**src/rtl/core/rrtsq_pkg.sv**
```systemverilog
`default_nettype none

package rrtsq_pkg;

    // Fixed field widths of the transfer payloads and the register port.
    localparam int OPCODE_W  = 2;
    localparam int TASK_ID_W = 4;
    localparam int QLEN_W    = 5;
    localparam int ERR_W     = 2;
    localparam int CFG_W     = 16;
    localparam int PADDR_W   = 3;
    localparam int PDATA_W   = 32;

    localparam logic [CFG_W-1:0] SLICE_TICKS_RESET = 16'd10;

    // Register index as decoded from the word address.
    localparam logic [0:0] REG_SLICE_TICKS = 1'b0;

    // Halves of the link memory.
    localparam logic LINK_NEXT = 1'b0;
    localparam logic LINK_PREV = 1'b1;

    typedef enum logic [OPCODE_W-1:0] {
        OP_ENQ  = 2'd0,
        OP_DEQ  = 2'd1,
        OP_TICK = 2'd2
    } t_opcode;

    typedef enum logic [ERR_W-1:0] {
        ERR_OK     = 2'd0,
        ERR_DUP    = 2'd1,
        ERR_ABSENT = 2'd2
    } t_err;

    typedef enum logic [3:0] {
        S_CLEAR,
        S_IDLE,
        S_READ,
        S_UL_A,
        S_UL_B,
        S_UL_C,
        S_LK_A,
        S_LK_B,
        S_DONE
    } t_state;

endpackage

`default_nettype wire

```
**src/rtl/core/rrtsq_in_if.sv**
```systemverilog
`default_nettype none

interface rrtsq_in_if;
    logic                           valid;
    logic                           ready;
    logic [rrtsq_pkg::OPCODE_W-1:0]  opcode;
    logic [rrtsq_pkg::TASK_ID_W-1:0] task_id;

    modport source (output valid, output opcode, output task_id, input ready);
    modport sink   (input valid, input opcode, input task_id, output ready);
endinterface

`default_nettype wire

```
**src/rtl/core/rrtsq_out_if.sv**
```systemverilog
`default_nettype none

interface rrtsq_out_if;
    logic                           valid;
    logic                           ready;
    logic [rrtsq_pkg::TASK_ID_W-1:0] head_task;
    logic                           head_valid;
    logic [rrtsq_pkg::QLEN_W-1:0]    queue_length;
    logic                           resched;
    logic [rrtsq_pkg::ERR_W-1:0]     error_code;

    modport source (
        output valid, output head_task, output head_valid, output queue_length,
        output resched, output error_code, input ready
    );
    modport sink (
        input valid, input head_task, input head_valid, input queue_length,
        input resched, input error_code, output ready
    );
endinterface

`default_nettype wire

```
**src/rtl/core/rrtsq_ram.sv**
```systemverilog
`default_nettype none

module rrtsq_ram #(
    parameter int WIDTH = 8,
    parameter int DEPTH = 16
) (
    input  wire logic                     i_clk,
    input  wire logic                     i_we,
    input  wire logic [$clog2(DEPTH)-1:0] i_waddr,
    input  wire logic [WIDTH-1:0]         i_wdata,
    input  wire logic [$clog2(DEPTH)-1:0] i_raddr,
    output logic      [WIDTH-1:0]         o_rdata
);

    logic [WIDTH-1:0] r_mem [DEPTH];
    logic [WIDTH-1:0] r_rdata;

    always_ff @(posedge i_clk) begin
        if (i_we) begin
            r_mem[i_waddr] <= i_wdata;
        end
        r_rdata <= r_mem[i_raddr];
    end

    assign o_rdata = r_rdata;

endmodule

`default_nettype wire

```
**src/rtl/core/rrtsq_cfg.sv**
```systemverilog
`default_nettype none

module rrtsq_cfg #(
    parameter int SLICE_BITS = 16
) (
    input  wire logic                             i_clk,
    input  wire logic                             i_rst_n,
    input  wire logic                             psel,
    input  wire logic                             penable,
    input  wire logic                             pwrite,
    input  wire logic [rrtsq_pkg::PADDR_W-1:0]    paddr,
    input  wire logic [rrtsq_pkg::PDATA_W-1:0]    pwdata,
    output logic      [rrtsq_pkg::PDATA_W-1:0]    prdata,
    output logic                                  pready,
    output logic      [SLICE_BITS-1:0]            o_reload
);

    import rrtsq_pkg::*;

    localparam logic [63:0] SLICE_MAX = (64'd1 << SLICE_BITS) - 64'd1;

    logic [CFG_W-1:0] r_slice_ticks;
    logic             w_sel_slice;

    assign w_sel_slice = (paddr[2:2] == REG_SLICE_TICKS);

    always_ff @(posedge i_clk) begin
        if (!i_rst_n) begin
            r_slice_ticks <= SLICE_TICKS_RESET;
        end else if (psel && penable && pwrite && w_sel_slice) begin
            r_slice_ticks <= pwdata[CFG_W-1:0];
        end
    end

    assign pready = 1'b1;
    assign prdata = w_sel_slice ? PDATA_W'(r_slice_ticks) : '0;

    // The reload value saturates to the width of the slice counters.
    assign o_reload = (64'(r_slice_ticks) > SLICE_MAX) ? SLICE_MAX[SLICE_BITS-1:0]
                                                       : SLICE_BITS'(r_slice_ticks);

endmodule

`default_nettype wire

```
**src/rtl/core/rrtsq_ctrl.sv**
```systemverilog
`default_nettype none

module rrtsq_ctrl #(
    parameter int MAX_TASKS  = 16,
    parameter int SLICE_BITS = 16
) (
    input  wire logic                  i_clk,
    input  wire logic                  i_rst_n,
    input  wire logic [SLICE_BITS-1:0] i_reload,
    rrtsq_in_if.sink                   i_in,
    rrtsq_out_if.source                o_out
);

    import rrtsq_pkg::*;

    localparam int IW = $clog2(MAX_TASKS);
    localparam int CW = $clog2(MAX_TASKS + 1);
    localparam int TW = SLICE_BITS + 1;

    t_state           r_state, n_state;
    logic [OPCODE_W-1:0] r_op, n_op;
    logic [IW-1:0]    r_tid, n_tid;
    logic             r_in_range, n_in_range;
    logic [IW-1:0]    r_head, n_head;
    logic [IW-1:0]    r_tail, n_tail;
    logic [CW-1:0]    r_count, n_count;
    logic [IW-1:0]    r_p, n_p;
    logic [IW-1:0]    r_n, n_n;
    t_err             r_err, n_err;
    logic             r_resched, n_resched;
    logic [IW-1:0]    r_clr, n_clr;

    logic                r_out_valid;
    logic [TASK_ID_W-1:0] r_out_head;
    logic                r_out_hv;
    logic [QLEN_W-1:0]   r_out_len;
    logic                r_out_resched;
    logic [ERR_W-1:0]    r_out_err;
    logic                w_out_load;

    logic [31:0]         w_tid_ext;
    logic [IW-1:0]       w_in_idx;
    logic                w_in_range;
    logic [31:0]         w_head_ext;
    logic [31:0]         w_count_ext;

    logic                w_q;
    logic [SLICE_BITS-1:0] w_s;

    logic                task_we;
    logic [IW-1:0]       task_waddr;
    logic [TW-1:0]       task_wdata;
    logic [IW-1:0]       task_raddr;
    logic [TW-1:0]       task_rdata;

    logic                link_we;
    logic [IW:0]         link_waddr;
    logic [IW-1:0]       link_wdata;
    logic [IW:0]         link_raddr;
    logic [IW-1:0]       link_rdata;

    // Per-task queued flag and slice counter.
    rrtsq_ram #(.WIDTH(TW), .DEPTH(MAX_TASKS)) u_task_ram (
        .i_clk   (i_clk),
        .i_we    (task_we),
        .i_waddr (task_waddr),
        .i_wdata (task_wdata),
        .i_raddr (task_raddr),
        .o_rdata (task_rdata)
    );

    // Next links in the lower half, previous links in the upper half. Each half spans the full
    // index range, so the half select bit lands on a valid entry for any task count.
    rrtsq_ram #(.WIDTH(IW), .DEPTH(2 << IW)) u_link_ram (
        .i_clk   (i_clk),
        .i_we    (link_we),
        .i_waddr (link_waddr),
        .i_wdata (link_wdata),
        .i_raddr (link_raddr),
        .o_rdata (link_rdata)
    );

    assign w_tid_ext  = 32'(i_in.task_id);
    assign w_in_idx   = w_tid_ext[IW-1:0];
    assign w_in_range = (w_tid_ext < 32'(MAX_TASKS));
    assign w_q        = task_rdata[SLICE_BITS];
    assign w_s        = task_rdata[SLICE_BITS-1:0];

    always_ff @(posedge i_clk) begin
        if (!i_rst_n) begin
            r_state   <= S_CLEAR;
            r_head    <= '0;
            r_tail    <= '0;
            r_count   <= '0;
            r_clr     <= '0;
            r_op      <= '0;
            r_in_range <= 1'b0;
            r_err     <= ERR_OK;
            r_resched <= 1'b0;
        end else begin
            r_state   <= n_state;
            r_head    <= n_head;
            r_tail    <= n_tail;
            r_count   <= n_count;
            r_clr     <= n_clr;
            r_op      <= n_op;
            r_in_range <= n_in_range;
            r_err     <= n_err;
            r_resched <= n_resched;
        end
    end

    always_ff @(posedge i_clk) begin
        r_tid <= n_tid;
        r_p   <= n_p;
        r_n   <= n_n;
    end

    always_comb begin
        n_state    = r_state;
        n_op       = r_op;
        n_tid      = r_tid;
        n_in_range = r_in_range;
        n_head     = r_head;
        n_tail     = r_tail;
        n_count    = r_count;
        n_p        = r_p;
        n_n        = r_n;
        n_err      = r_err;
        n_resched  = r_resched;
        n_clr      = r_clr;
        task_we    = 1'b0;
        task_waddr = r_tid;
        task_wdata = '0;
        task_raddr = w_in_idx;
        link_we    = 1'b0;
        link_waddr = {LINK_NEXT, r_tid};
        link_wdata = r_tid;
        link_raddr = {LINK_PREV, r_tid};
        i_in.ready = 1'b0;
        w_out_load = 1'b0;

        unique case (r_state)
            S_CLEAR: begin
                task_we    = 1'b1;
                task_waddr = r_clr;
                n_clr      = r_clr + IW'(1);
                if (r_clr == IW'(MAX_TASKS - 1)) begin
                    n_state = S_IDLE;
                end
            end
            S_IDLE: begin
                i_in.ready = 1'b1;
                if (i_in.valid) begin
                    n_op       = i_in.opcode;
                    n_tid      = w_in_idx;
                    n_in_range = w_in_range;
                    n_state    = S_READ;
                end
            end
            S_READ: begin
                n_err     = ERR_OK;
                n_resched = 1'b0;
                n_state   = S_DONE;
                unique case (r_op)
                    OP_ENQ: begin
                        if (!r_in_range) begin
                            n_err = ERR_ABSENT;
                        end else if (w_q) begin
                            n_err = ERR_DUP;
                        end else begin
                            task_we    = 1'b1;
                            task_wdata = {1'b1, i_reload};
                            n_state    = S_LK_A;
                        end
                    end
                    OP_DEQ: begin
                        if (!r_in_range || !w_q) begin
                            n_err = ERR_ABSENT;
                        end else begin
                            task_we    = 1'b1;
                            task_wdata = {1'b0, w_s};
                            if (r_count <= CW'(1)) begin
                                n_head  = '0;
                                n_tail  = '0;
                                n_count = '0;
                            end else begin
                                n_state = S_UL_A;
                            end
                        end
                    end
                    OP_TICK: begin
                        if (r_in_range) begin
                            task_we = 1'b1;
                            if (w_s > SLICE_BITS'(1)) begin
                                task_wdata = {w_q, w_s - SLICE_BITS'(1)};
                            end else begin
                                task_wdata = {w_q, i_reload};
                                n_resched  = 1'b1;
                                if (w_q && (r_tail != r_tid)) begin
                                    n_state = S_UL_A;
                                end
                            end
                        end
                    end
                    default: begin
                    end
                endcase
            end
            S_UL_A: begin
                n_p        = link_rdata;
                link_raddr = {LINK_NEXT, r_tid};
                n_state    = S_UL_B;
            end
            S_UL_B: begin
                n_n = link_rdata;
                if (r_head == r_tid) begin
                    n_head = link_rdata;
                end else begin
                    link_we    = 1'b1;
                    link_waddr = {LINK_NEXT, r_p};
                    link_wdata = link_rdata;
                end
                n_state = S_UL_C;
            end
            S_UL_C: begin
                if (r_tail == r_tid) begin
                    n_tail = r_p;
                end else begin
                    link_we    = 1'b1;
                    link_waddr = {LINK_PREV, r_n};
                    link_wdata = r_p;
                end
                n_count = r_count - CW'(1);
                n_state = (r_op == OP_TICK) ? S_LK_A : S_DONE;
            end
            S_LK_A: begin
                if (r_count == '0) begin
                    n_head = r_tid;
                end else begin
                    link_we    = 1'b1;
                    link_waddr = {LINK_NEXT, r_tail};
                    link_wdata = r_tid;
                end
                n_state = S_LK_B;
            end
            S_LK_B: begin
                if (r_count != '0) begin
                    link_we    = 1'b1;
                    link_waddr = {LINK_PREV, r_tid};
                    link_wdata = r_tail;
                end
                n_tail  = r_tid;
                n_count = r_count + CW'(1);
                n_state = S_DONE;
            end
            S_DONE: begin
                if (!r_out_valid || o_out.ready) begin
                    w_out_load = 1'b1;
                    n_state    = S_IDLE;
                end
            end
        endcase
    end

    assign w_head_ext  = 32'(r_head);
    assign w_count_ext = 32'(r_count);

    always_ff @(posedge i_clk) begin
        if (!i_rst_n) begin
            r_out_valid <= 1'b0;
        end else if (w_out_load) begin
            r_out_valid <= 1'b1;
        end else if (o_out.ready) begin
            r_out_valid <= 1'b0;
        end
    end

    always_ff @(posedge i_clk) begin
        if (w_out_load) begin
            r_out_head    <= (r_count != '0) ? w_head_ext[TASK_ID_W-1:0] : '0;
            r_out_hv      <= (r_count != '0);
            r_out_len     <= w_count_ext[QLEN_W-1:0];
            r_out_resched <= r_resched;
            r_out_err     <= r_err;
        end
    end

    assign o_out.valid        = r_out_valid;
    assign o_out.head_task    = r_out_head;
    assign o_out.head_valid   = r_out_hv;
    assign o_out.queue_length = r_out_len;
    assign o_out.resched      = r_out_resched;
    assign o_out.error_code   = r_out_err;

endmodule

`default_nettype wire

```
**src/rtl/core/round_robin_time_slice_queue.sv**
```systemverilog
`default_nettype none

// Round-robin run queue of task identifiers with a time slice per task. Each input transfer
// carries an opcode (enqueue, dequeue or tick for the running task) and a task identifier, and
// produces exactly one result transfer giving the head task, the queue length, a reschedule
// flag and an error code. The queue is a doubly linked list held in a link memory with one
// read port and one write port (next links and previous links in two halves), and the queued
// flags and slice counters sit in a second memory; both have a registered read. The link
// memory, which takes at most one read and one write a cycle, sets the timing: an item that
// touches no links (errors, ticks that move nothing, unused opcodes and the dequeue of the
// only queued task) passes the read and done states only, an enqueue also the link states,
// a dequeue from a queue of two or more the unlink states and a tick that moves a task to
// the tail the unlink and then the link states, provided the result register is free. A
// finished result waits in its output register, and the next input is taken while it
// waits. After reset the block sweeps the task memory to clear all flags and counters; no
// input is accepted during the sweep, although the slice_ticks register may be written at
// any time through the APB port.

module round_robin_time_slice_queue #(
    parameter int MAX_TASKS  = 16,
    parameter int SLICE_BITS = 16
) (
    input  wire logic                          i_clk,
    input  wire logic                          i_rst_n,
    rrtsq_in_if.sink                           i_in,
    rrtsq_out_if.source                        o_out,
    input  wire logic                          psel,
    input  wire logic                          penable,
    input  wire logic                          pwrite,
    input  wire logic [rrtsq_pkg::PADDR_W-1:0] paddr,
    input  wire logic [rrtsq_pkg::PDATA_W-1:0] pwdata,
    output logic      [rrtsq_pkg::PDATA_W-1:0] prdata,
    output logic                               pready
);

    import rrtsq_pkg::*;

    // Reload value for the slice counters, already saturated to SLICE_BITS.
    logic [SLICE_BITS-1:0] w_reload;

    // Holds slice_ticks, which the user writes only while the queue is idle; not enforced.
    rrtsq_cfg #(.SLICE_BITS(SLICE_BITS)) u_cfg (
        .i_clk    (i_clk),
        .i_rst_n  (i_rst_n),
        .psel     (psel),
        .penable  (penable),
        .pwrite   (pwrite),
        .paddr    (paddr),
        .pwdata   (pwdata),
        .prdata   (prdata),
        .pready   (pready),
        .o_reload (w_reload)
    );

    // The sequencer reads each task's entry, works out the change and writes the links back
    // one entry at a time; the steps of one item never overlap with those of the next, so no
    // forwarding between memory accesses is needed.
    rrtsq_ctrl #(.MAX_TASKS(MAX_TASKS), .SLICE_BITS(SLICE_BITS)) u_ctrl (
        .i_clk    (i_clk),
        .i_rst_n  (i_rst_n),
        .i_reload (w_reload),
        .i_in     (i_in),
        .o_out    (o_out)
    );

endmodule

`default_nettype wire
```
**src/flat_wrapper.sv**
```systemverilog
// flat-port wrapper written by rule: the top's interface ports become plain ports
module round_robin_time_slice_queue_flat import rrtsq_pkg::*;
#(
    parameter int MAX_TASKS  = 16,
    parameter int SLICE_BITS = 16
)
  (i_clk, i_rst_n, psel, penable, pwrite, paddr, pwdata, prdata, pready, i_in_valid, i_in_opcode, i_in_task_id, i_in_ready, o_out_valid, o_out_head_task, o_out_head_valid, o_out_queue_length, o_out_resched, o_out_error_code, o_out_ready);
  rrtsq_in_if i_in_i ();
  rrtsq_out_if o_out_i ();
  input  wire logic i_clk;
  input  wire logic i_rst_n;
  input  wire logic psel;
  input  wire logic penable;
  input  wire logic pwrite;
  input  wire logic [rrtsq_pkg::PADDR_W-1:0] paddr;
  input  wire logic [rrtsq_pkg::PDATA_W-1:0] pwdata;
  output logic      [rrtsq_pkg::PDATA_W-1:0] prdata;
  output logic pready;
  input wire logic [$bits(i_in_i.valid)-1:0] i_in_valid;
  input wire logic [$bits(i_in_i.opcode)-1:0] i_in_opcode;
  input wire logic [$bits(i_in_i.task_id)-1:0] i_in_task_id;
  output wire logic [$bits(i_in_i.ready)-1:0] i_in_ready;
  output wire logic [$bits(o_out_i.valid)-1:0] o_out_valid;
  output wire logic [$bits(o_out_i.head_task)-1:0] o_out_head_task;
  output wire logic [$bits(o_out_i.head_valid)-1:0] o_out_head_valid;
  output wire logic [$bits(o_out_i.queue_length)-1:0] o_out_queue_length;
  output wire logic [$bits(o_out_i.resched)-1:0] o_out_resched;
  output wire logic [$bits(o_out_i.error_code)-1:0] o_out_error_code;
  input wire logic [$bits(o_out_i.ready)-1:0] o_out_ready;
  assign i_in_i.valid = i_in_valid;
  assign i_in_i.opcode = i_in_opcode;
  assign i_in_i.task_id = i_in_task_id;
  assign i_in_ready = i_in_i.ready;
  assign o_out_valid = o_out_i.valid;
  assign o_out_head_task = o_out_i.head_task;
  assign o_out_head_valid = o_out_i.head_valid;
  assign o_out_queue_length = o_out_i.queue_length;
  assign o_out_resched = o_out_i.resched;
  assign o_out_error_code = o_out_i.error_code;
  assign o_out_i.ready = o_out_ready;
  round_robin_time_slice_queue #(.MAX_TASKS(MAX_TASKS), .SLICE_BITS(SLICE_BITS)) u_core (.i_clk(i_clk), .i_rst_n(i_rst_n), .i_in(i_in_i), .o_out(o_out_i), .psel(psel), .penable(penable), .pwrite(pwrite), .paddr(paddr), .pwdata(pwdata), .prdata(prdata), .pready(pready));
endmodule
```
**config.mk**
```make
export PLATFORM = sky130hd
export DESIGN_NAME = round_robin_time_slice_queue_flat
export DESIGN_NICKNAME = d
export VERILOG_FILES = /design/src/rtl/core/rrtsq_pkg.sv /design/src/rtl/core/rrtsq_in_if.sv /design/src/rtl/core/rrtsq_out_if.sv /design/src/rtl/core/rrtsq_ram.sv /design/src/rtl/core/rrtsq_cfg.sv /design/src/rtl/core/rrtsq_ctrl.sv /design/src/rtl/core/round_robin_time_slice_queue.sv /design/src/flat_wrapper.sv
export SDC_FILE = /design/constraint.sdc
export NUM_CORES = 1
export LEC_CHECK = 0
export ABC_AREA = 1
export BUFFER_PORTS_ARGS = -buffer_cell sky130_fd_sc_hd__buf_2
export CAP_MARGIN = 25
export CORE_MARGIN = 5
export CORE_UTILIZATION = 59
export DETAILED_ROUTE_END_ITERATION = 10
export GPL_TIMING_DRIVEN = 1
export PLACE_DENSITY = 0.74
export SLEW_MARGIN = 20
export SYNTH_ARGS = -nofsm -noshare
export SYNTH_HDL_FRONTEND = slang
export SYNTH_HIERARCHICAL = 1
export SYNTH_SLANG_ARGS = --single-unit
export TNS_END_PERCENT = 20
```
**constraint.sdc**
```tcl
create_clock -name i_clk -period 3.2 [get_ports i_clk]
set_input_delay 0.32 -clock i_clk [delete_from_list [all_inputs] [get_ports i_clk]]
set_output_delay 0.32 -clock i_clk [all_outputs]
set_load 0.01 [all_outputs]
```
==> results of run 1 <==
[layer usage]
metal | share of wire, % | track usage (%)
met1 | 39 | 33.81
met2 | 49 | 44.33
met3 | 7.2 | 4.338
met4 | 4.4 | 12.08
met5 | 0.023 | 0
[cell type report]
type	count	area, sq um
Fill cell	2878	12540
Inverter	350	1318
Sequential cell	490	14060
Timing Repair Buffer	135	1071
Multi-Input combinational cell	1426	6387
Clock buffer	62	1306
Clock inverter	29	252.7
Tap cell	511	639.4
[cells in the final DEF, fill, tap and decap left out, types with 8 or more instances in the layout]
| cell | count |
|---|---|
| inv_2 | 19 |
| buf_12 | 16 |
| nand2_2 | 8 |
| clkbuf_16 | 50 |
| a21oi_1 | 28 |
| nor2_2 | 37 |
| nand2_1 | 716 |
| dfxtp_1 | 65 |
| o21ai_1 | 8 |
| clkbuf_1 | 11 |
| o22ai_1 | 8 |
| inv_1 | 325 |
| edfxtp_1 | 425 |
| o21ai_0 | 50 |
| nand3_1 | 352 |
| nor2_1 | 128 |
| buf_2 | 59 |
| nand4_1 | 10 |
| nor3_1 | 9 |
| buf_4 | 58 |
| clkinv_2 | 13 |
| clkinv_1 | 13 |
| conb_1 | 17 |
[state kept, by name, indices dropped and copies added (netlist names), 5 cells and up]
name / flops
u_core/u_cfg/o_reload: 16
u_core/u_ctrl/o_out.queue_length: 5
u_core/u_ctrl/r_count: 5
u_core/u_ctrl/u_link_ram/r_mem: 128
u_core/u_ctrl/u_task_ram/o_rdata: 17
u_core/u_ctrl/u_task_ram/r_mem: 272
[synth_stat cells (3+ instances only)]
cell type	number
clkbuf_1	26
a22oi_1	6
edfxtp_1	425
nand2_1	716
o2111ai_1	6
a21oi_1	28
inv_2	20
o211ai_1	4
nand2_2	8
buf_1	3
xor2_1	3
buf_6	10
nor2_1	144
o21ai_1	8
nand4_1	10
o21ai_0	50
nor3_1	10
nor2_2	21
dfxtp_1	65
buf_4	34
a31oi_1	4
buf_2	35
xnor2_1	5
nor2_4	6
nand3_1	352
ha_1	6
clkinv_1	4
inv_1	325
o22ai_1	8
[tightest hold or removal path, stage by stage]
cell and delay [ps]:
buf_2 70, inv_1 30, nand3_1 60, nand2_1 50, nor2_2 70
[where the power goes]
| part | switching, mW | internal, mW | total, mW |
|---|---|---|---|
| Sequential | 0.0521 | 6.96 | 7.01 |
| Combinational | 0.456 | 0.194 | 0.650 |
| Clock | 2.34 | 3.21 | 5.55 |
[metrics by stage]
step | instances | hold slack [ps] | cell area (sq um)
after global placement | 2909 | 416.7 | 23440
after detailed placement | 2909 | 427.1 | 23440
after floorplan | 2378 | 403.0 | 22430
after CTS | 3002 | 32.17 | 25020
final | 3003 | 56.34 | 25040
after global routing | 3003 | 79.33 | 25040
[logic make-up after synthesis]
family                   count (synthesis)  synth area share (%)
XOR/XNOR                                 8                0.3132
AND/OR/NAND/NOR                       1275                 24.36
adder cells (fa/ha/maj)                  6                0.3356
flip-flops                             490                 62.86
AO/OA/AOI/OAI                          120                 3.054
buffers and inverters                  462                 9.038
other                                    2               0.03357
[worst min-delay path by stage]
stage | endpoint | depth (start not counted) | slack, ps | startpoint
finish | u_core/u_cfg/o_reload[5] | 5 | 60 | pwdata[5]
global route | u_core/u_ctrl/r_op[1] | 3 | 80 | i_in_opcode[1]
CTS | u_core/u_cfg/o_reload[4] | 5 | 30 | pwdata[4]
detailed placement | u_core/u_ctrl/o_out.error_code[0] | 0 | 430 | u_core/u_ctrl/r_err[0]
global placement | u_core/u_ctrl/o_out.error_code[1] | 0 | 420 | u_core/u_ctrl/r_err[1]
floorplan | u_core/u_ctrl/o_out.error_code[1] | 0 | 400 | u_core/u_ctrl/r_err[1]
[repair_timing]
action / in CTS / in global routing
endpoints found under the hold margin: 2 / 0
hold buffers: 2 / 0
endpoints found under the setup margin: 0 / 0
==> flow_summary.yaml, run 1 <==
status:
  status: "finished clean"
timing:
  slew_headroom_pct: 30.48
  final-max-slew-violation-count: 0
  finalHoldViolations: 0
  final.min_clock_period_ps: 2852
  layout_setup_ws_ps: 348.3
  fmax_mhz: 350.7
  setup_tns_ps: 0
  finalClockSkew_ps: 25.65
  tightest_slew_ps: 1037
  rsz0062_at_grt: "no"
  fin_crit_sh_pct: 89.12
  finalSetupViolCount: 0
placed_design:
  dp_slack_ps: 377.7
  hpwlAfterDp_mm: 36.05
  routabilityCongestion: 0.9492
  io_buffer_count: 60
routing:
  drcViolationCount: 0
  wire_per_inst_um: 18.49
  drtIter0Drc: 1383
  antenna_left: 0
  wl_mm: 55.53
  firstDrtPassIters: 7
  vias: 16370
  vias_per_cell: 5.452
clock_tree:
  cts_resized: 0
  cts_root_buffer: "clkbuf_16"
  cts_tree: "yes"
  post_cts_buffers: 0
  cts.sink_count: 490
  cts_buffer_depth: 3
  clk_pin_slew_ps: 60
  h-tree-depth: 2
  clkLatencyLatePin_ps: 590
  numCtsBuffers: 50
floorplan:
  core_sq_mm: 0.03758
  dieHeight_um: 204.7
  die_w_um: 204.7
  rows: 71
  die_area_sq_mm: 0.04191
  initial_core_util_pct: 59.53
  io_pins: 96
synth:
  synthCells: 2363
  synth_top_area_share_pct: 57.05
  synth_cell_types: 45
  avgSynthCellArea_sq_um: 9.467
  synth_area_sq_mm: 0.02237
  synth-edff-count: 425
  ys_ff_latch: 490
  netlist_top_cells_area: "edfxtp_1 57%, nand2_1 12%, nand3_1 7.9%"
  synth-main-ff-cell: "edfxtp_1"
  ys_warn_count: 6
  ys_seq_area_share_pct: 62.86
  yosys.area.top_type: "edfxtp_1"
  async_flop_share_pct: 0
global_routing:
  antenna_found_initial: 1
  grt_pass1_wl_mm: 85.67
  grt_overflow_total: 0
  grt_pass1_vias: 15740
  grt_start_max_net_pins: 138
  track_usage_pct: 26.35
worst_setup_path:
  crit_top_cell: "inv_1"
  r2r-end: "u_core/u_ctrl/u_link_ram/r_mem[2][0]"
  cp_top_family: "simple AND/OR/NAND/NOR gates"
  startpoint_type: "register"
  critPathSlowestCell: "dfxtp_1"
  critPathMaxFanout: 11
  path_buf_inv: 4
  cp-end-kind: "register"
  crit_type: "register to register"
  startpoint: "u_core/u_ctrl/r_count[0]"
  worst_path_largest_cell_delay_ps: 440
  cp_cell_sequence: "inv_1, ha_1, inv_1, nor2_1, nand2_1, o21ai_0, nand2_1, nand2_1, inv_1, nand4_1, inv_1, nand3_1, nor2_1"
  r2r_slack_ps: 350
  critPathRequiredTime_ps: 3450
  cp.depth: 13
  endpoint: "u_core/u_ctrl/u_link_ram/r_mem[2][0]"
  reg2reg_from: "u_core/u_ctrl/r_count[0]"
  r2r_cells: 13
  arrival_ps: 3100
finish:
  final_net_count: 2507
  n_antenna_cell: 0
  layout-drive-gt1-share_pct: 11.48
  areaGrowthSynthToFinish_pct: 11.92
  final_util_pct: 66.63
pwr:
  peakVddDrop_mv: 0.4701
  finalPower_mw: 13.21
  leakagePower_nw: 10.58
  powerDensity_mw_per_mm2: 527.6
run:
  maxCapViolations: 0
worst_hold_path:
  hp-class: "primary input to register"
Note: power is estimated with default switching activity, not from simulation.
==> run 2: changes to the inputs <==
==> constraint.sdc (replaced) <==
create_clock -name i_clk -period 3.6 [get_ports i_clk]
set_input_delay 0.36 -clock i_clk [delete_from_list [all_inputs] [get_ports i_clk]]
set_output_delay 0.36 -clock i_clk [all_outputs]
set_load 0.01 [all_outputs]
==> run 2 against run 1 <==
Net effect:
- cell count down 0.60%
- wire length down 0.33%
- clock skew down 3.9 ps
- combinational power down 14%
- worst hold slack better by 32 ps
- global-route usage about the same
- core utilization down 0.75 points
- sequential power down 11%
- via count down 0.45%
- sequential cell count unchanged
- fmax down 8.4%
- critical path type unchanged
- largest cell class unchanged
==> flow_summary.yaml, run 2 (synthesized netlist as in run 1, its figures left out) <==
status:
  status: "finished clean"
floorplan:
  io_pins: 96
  rows: 71
  initial_core_util_pct: 59.53
  core_sq_mm: 0.03758
  dieHeight_um: 204.7
  die_w_um: 204.7
  die_area_sq_mm: 0.04191
finish:
  largest_reg_flops: 272
  layout_common_cells: "716 x nand2_1, 425 x edfxtp_1, 352 x nand3_1, 325 x inv_1, 128 x nor2_1"
  areaGrowthSynthToFinish_pct: 10.66
  final_net_count: 2487
  final_common_cell: "nand2_1"
  layout-drive-gt1-share_pct: 10.76
  final_area_sq_mm: 0.02476
  largest-register: "u_core/u_ctrl/u_task_ram/r_mem"
  final_cells: 2985
pwr:
  power_frac_comb_pct: 4.7
  powerDensity_mw_per_mm2: 477.2
  finalPower_mw: 11.81
  p_int_mw: 9.253
  leakagePower_nw: 10.45
  p_sw_share_pct: 21.67
  peakVddDrop_mv: 0.4869
  pwr-share-seq_pct: 52.7
  p_sw_mw: 2.560
  pwr-share-clk_pct: 42.5
worst_setup_path:
  worst_path_largest_cell_delay_ps: 550
  critPathMaxFanout: 19
  cp-end-kind: "register"
  startpoint_type: "register"
  critPathRequiredTime_ps: 3850
  reg2reg_from: "u_core/u_ctrl/r_state[1]"
  r2r_slack_ps: 490
  crit_type: "register to register"
  crit_top_cell: "nand2_1"
  cp_cell_sequence: "nand2_1, nor2_4, inv_2, o21ai_0, nand2_1, nor2_2, buf_4"
  r2r_cells: 7
  r2r-end: "u_core/u_ctrl/u_task_ram/r_mem[3][11]"
  critPathSlowestCell: "o21ai_0"
  arrival_ps: 3360
timing:
  tightest_slew_ps: 894.9
  setup_tns_ps: 0
  finalClockSkew_ps: 21.75
  final.min_clock_period_ps: 3114
  slew_headroom_pct: 40.34
  finalHoldViolations: 0
  fmax_mhz: 321.2
  finalSetupViolCount: 0
  final-max-slew-violation-count: 0
  rsz0062_at_grt: "no"
  fin_crit_sh_pct: 86.49
clock_tree:
  clkLatencyLatePin_ps: 590
  cts_root_buffer: "clkbuf_16"
  h-tree-depth: 2
  post_cts_buffers: 0
  numCtsBuffers: 50
  cts_tree: "yes"
  clk_pin_slew_ps: 60
  cts_buffer_depth: 3
  cts.sink_count: 490
global_routing:
  track_usage_pct: 26.37
  grt_pass1_wl_mm: 85.42
  grt_start_max_net_pins: 70
  grt_pass1_vias: 15500
  antenna_found_initial: 3
  grt_overflow_total: 0
placed_design:
  routabilityCongestion: 0.9435
  dp.cells: 2889
  hpwlAfterDp_mm: 34.97
  postPlaceCellArea_sq_mm: 0.02312
  io_buffer_count: 60
worst_hold_path:
  whs_endpoint: "u_core/u_cfg/o_reload[15]"
  hold_depth: 5
  hp-class: "primary input to register"
  min-delay-start: "pwdata[15]"
routing:
  wl_mm: 55.35
  drcViolationCount: 0
  firstDrtPassIters: 8
  vias: 16300
  wire_per_inst_um: 18.54
  antenna_left: 0
  drtIter0Drc: 1566
  vias_per_cell: 5.460
run:
  maxCapViolations: 0
-- run 2: cell types whose count changed in the layout (fill, tap and decap cells not counted), sizes merged --
cell      change
inv           +1
diode         +3
clkinv        +1
buf          -20
clkinvlp      -1
clkbuf        -2
-- run 2: per-layer routing --
layer | GRT usage [%] | share of wire [%]
met1 | 35.30 | 40
met4 | 12.11 | 3.8
met3 | 3.435 | 7.3
met5 | 0 | 0
met2 | 43.44 | 49
-- run 2: repair_timing --
item / CTS / global route
gates resized for setup: 0 / 0
hold buffers: 2 / 0
hold endpoints to repair: 2 / 0
-- run 2: cell type report --
cell class	count	area, sq um
Fill cell	2909	12820
Timing Repair Buffer	115	745.7
Inverter	350	1318
Antenna cell	3	7.507
Sequential cell	490	14060
Clock buffer	60	1330
Tap cell	511	639.4
Multi-Input combinational cell	1426	6391
Clock inverter	30	261.5
-- run 2: how the worst max path moves through the flow --
stage                                  start                               endpoint  depth (start not counted)
finish              u_core/u_ctrl/r_state[1]  u_core/u_ctrl/u_task_ram/r_mem[3][11]                          7
global route        u_core/u_ctrl/r_count[0]   u_core/u_ctrl/u_link_ram/r_mem[1][2]                         13
CTS                 u_core/u_ctrl/r_state[1]  u_core/u_ctrl/u_task_ram/r_mem[3][11]                          7
detailed placement  u_core/u_ctrl/r_state[1]  u_core/u_ctrl/u_task_ram/r_mem[3][11]                          7
global placement    u_core/u_ctrl/r_state[1]  u_core/u_ctrl/u_task_ram/r_mem[3][11]                          7
floorplan           u_core/u_ctrl/r_state[1]  u_core/u_ctrl/u_task_ram/r_mem[12][0]                          7
-- run 2: power by group through the flow --
stage | Combinational (mW) | Sequential, mW | Clock, mW
global route | 0.616 | 6.23 | 5.38
global placement | 0.535 | 6.34 | 0
CTS | 0.552 | 6.23 | 5.13
floorplan | 0.392 | 6.33 | 0
detailed placement | 0.546 | 6.35 | 0
finish | 0.557 | 6.23 | 5.03
-- run 2: per-stage QoR --
step | hold slack (ps) | setup slack [ps] | utilization (%)
2_1_floorplan | 403.0 | 974.5 | -
3_3_place_gp | 418.0 | 696.7 | 61.50
3_5_place_dp | 425.1 | 572.2 | 61.52
4_1_cts | 59.80 | 571.5 | 65.81
5_1_grt | 99.05 | 382.7 | 65.88
6_report | 88.41 | 486.4 | 65.88
-- run 2: worst max-delay path: cells and delay by family (launching register included) --
family	cells	cell delay (ps)
simple gates	4	1190
flops	1	410
buf+inv	2	630
compound gates	1	550
==> run 3: changes to the inputs <==
--- a/config.mk
+++ b/config.mk
@@ -7,12 +7,13 @@
 export LEC_CHECK = 0
 export ABC_AREA = 1
 export BUFFER_PORTS_ARGS = -buffer_cell sky130_fd_sc_hd__buf_2
-export CAP_MARGIN = 25
+export CAP_MARGIN = 20
 export CORE_MARGIN = 5
 export CORE_UTILIZATION = 59
+export CTS_BUF_LIST = sky130_fd_sc_hd__clkbuf_8
 export DETAILED_ROUTE_END_ITERATION = 10
 export GPL_TIMING_DRIVEN = 1
-export PLACE_DENSITY = 0.74
+export PLACE_DENSITY = 0.77
 export SLEW_MARGIN = 20
 export SYNTH_ARGS = -nofsm -noshare
 export SYNTH_HDL_FRONTEND = slang
==> run 3 against run 2 <==
Net effect:
- sequential power about the same
- clock skew hardly changed
- clock-buffer cell count rose by 23
- die area stayed put
- fmax up 0.30%
- critical path type unchanged
- largest cell class unchanged
==> flow_summary.yaml, run 3 (synthesized netlist as in run 1, its figures left out) <==
global_routing:
  antenna_found_initial: 0
  grt_pass1_vias: 16160
  track_usage_pct: 26.19
  grt_pass1_wl_mm: 85.26
  grt_start_max_net_pins: 95
  grt_overflow_total: 0
pwr:
  pwr-share-clk_pct: 38.4
  pwr-share-seq_pct: 56.4
  peakVddDrop_mv: 0.5267
  p_int_mw: 8.488
  leakagePower_nw: 10.53
  p_sw_share_pct: 23.16
  p_sw_mw: 2.558
  power_frac_comb_pct: 5.2
  powerDensity_mw_per_mm2: 449.0
timing:
  fmax_mhz: 322.1
  finalHoldViolations: 0
  final-max-slew-violation-count: 0
  setup_tns_ps: 0
  layout_setup_ws_ps: 495.7
  final.min_clock_period_ps: 3104
  fin_crit_sh_pct: 86.23
  finalClockSkew_ps: 21.87
  rsz0062_at_grt: "no"
  tightest_slew_ps: 996.4
  finalSetupViolCount: 0
  slew_headroom_pct: 33.47
routing:
  antenna_left: 0
  wl_mm: 54.84
  firstDrtPassIters: 5
  wire_per_inst_um: 18.10
  vias: 16520
  drcViolationCount: 0
  drtIter0Drc: 1763
  vias_per_cell: 5.451
clock_tree:
  clk_pin_slew_ps: 60
  numCtsBuffers: 78
  h-tree-depth: 3
  post_cts_buffers: 0
  cts_tree: "yes"
  cts.hold.buffers_added: 2
  cts_buffer_depth: 3
  cts.sink_count: 490
  cts_root_buffer: "clkbuf_8"
  clkLatencyLatePin_ps: 640
  cts_resized: 0
placed_design:
  dp_slack_ps: 555.6
  hpwlAfterDp_mm: 34.49
  routabilityCongestion: 0.9291
  io_buffer_count: 60
finish:
  final_net_count: 2516
  largest-register: "u_core/u_ctrl/u_task_ram/r_mem"
  final_util_pct: 65.46
  largest_reg_flops: 272
  n_antenna_cell: 0
  final_common_cell: "nand2_1"
  fill_cells: 2946
  layout_common_cells: "716 x nand2_1, 425 x edfxtp_1, 360 x inv_1, 352 x nand3_1, 128 x nor2_1"
  areaGrowthSynthToFinish_pct: 9.961
  layout-drive-gt1-share_pct: 11.67
floorplan:
  core_sq_mm: 0.03758
  die_area_sq_mm: 0.04191
  dieHeight_um: 204.7
  initial_core_util_pct: 59.53
  io_pins: 96
  rows: 71
  die_w_um: 204.7
run:
  maxCapViolations: 0
worst_setup_path:
  startpoint_type: "register"
  arrival_ps: 3400
  critPathMaxFanout: 14
  critPathRequiredTime_ps: 3900
  crit_type: "register to register"
  cp-end-kind: "register"
status:
  status: "finished clean"
worst_hold_path:
  hp-class: "primary input to register"
[run 3: changes by cell type in the layout (fill, tap and decap cells not counted), moves of 4 or more]
cell	before	now
bufinv_16	4	0
clkbuf_1	7	0
clkbuf_8	2	83
clkbuf_16	51	0
clkinv_1	17	9
inv_1	325	360
[run 3: per-stage QoR]
| stage | hold slack (ps) | power [mW] | cell area (sq um) | cells |
|---|---|---|---|---|
| after floorplan | 403.0 | 6.727 | 22430 | 2378 |
| after global placement | 415.0 | 6.885 | 23180 | 2891 |
| after detailed placement | 433.3 | 6.903 | 23180 | 2891 |
| after CTS | 15.36 | 11.13 | 24590 | 3030 |
| after global routing | 55.39 | 11.48 | 24600 | 3030 |
| final | 49.31 | 11.05 | 24600 | 3030 |
[run 3: path summary, 6_finish.rpt]
| kind | startpoint | endpoint | slack [ps] | cells past startpoint |
|---|---|---|---|---|
| setup / recovery | u_core/u_ctrl/r_op[0] | u_core/u_ctrl/u_task_ram/r_mem[10][5] | 500 | 9 |
| hold / removal | pwdata[14] | u_core/u_cfg/o_reload[14] | 50 | 5 |
| setup reg to reg | u_core/u_ctrl/r_op[0] | u_core/u_ctrl/u_task_ram/r_mem[10][5] | 500 | 9 |
| hold reg to reg | u_core/u_ctrl/r_resched | u_core/u_ctrl/o_out.resched | 450 | 0 |
[run 3: cell type report]
class / count / area [sq um] / share of cell area [%]
Sequential cell: 490 / 14060 / 57.17
Multi-Input combinational cell: 1426 / 6397 / 26.01
Inverter: 350 / 1318 / 5.356
Clock buffer: 83 / 1142 / 4.644
Timing Repair Buffer: 116 / 790.8 / 3.214
Tap cell: 511 / 639.4 / 2.599
Clock inverter: 54 / 249.0 / 1.012
[run 3: power by group through the flow]
stage,sequential (mW),combinational (mW),clock (mW)
after detailed placement,6.35,0.556,0
final,6.23,0.569,4.25
after global routing,6.23,0.629,4.62
after floorplan,6.33,0.392,0
after CTS,6.23,0.564,4.33
after global placement,6.35,0.540,0
[run 3: metal layers]
metal	routed length, um	vias up	global-route usage, %
met1	21370	7701	33.98
li1	-	7863	-
met3	5115	151	5.319
met2	26130	803	42.90
met5	0	-	0
met4	2225	0	12.01
[run 3: worst max-delay path: stages, from the launching register on]
cell and delay, ps:
dfxtp_1 410, inv_1 100, nor2_1 100, nand2_1 340, clkinv_1 390, nor3_1 120
o21ai_0 380, nand3b_1 270, nor2_2 310, buf_4 350
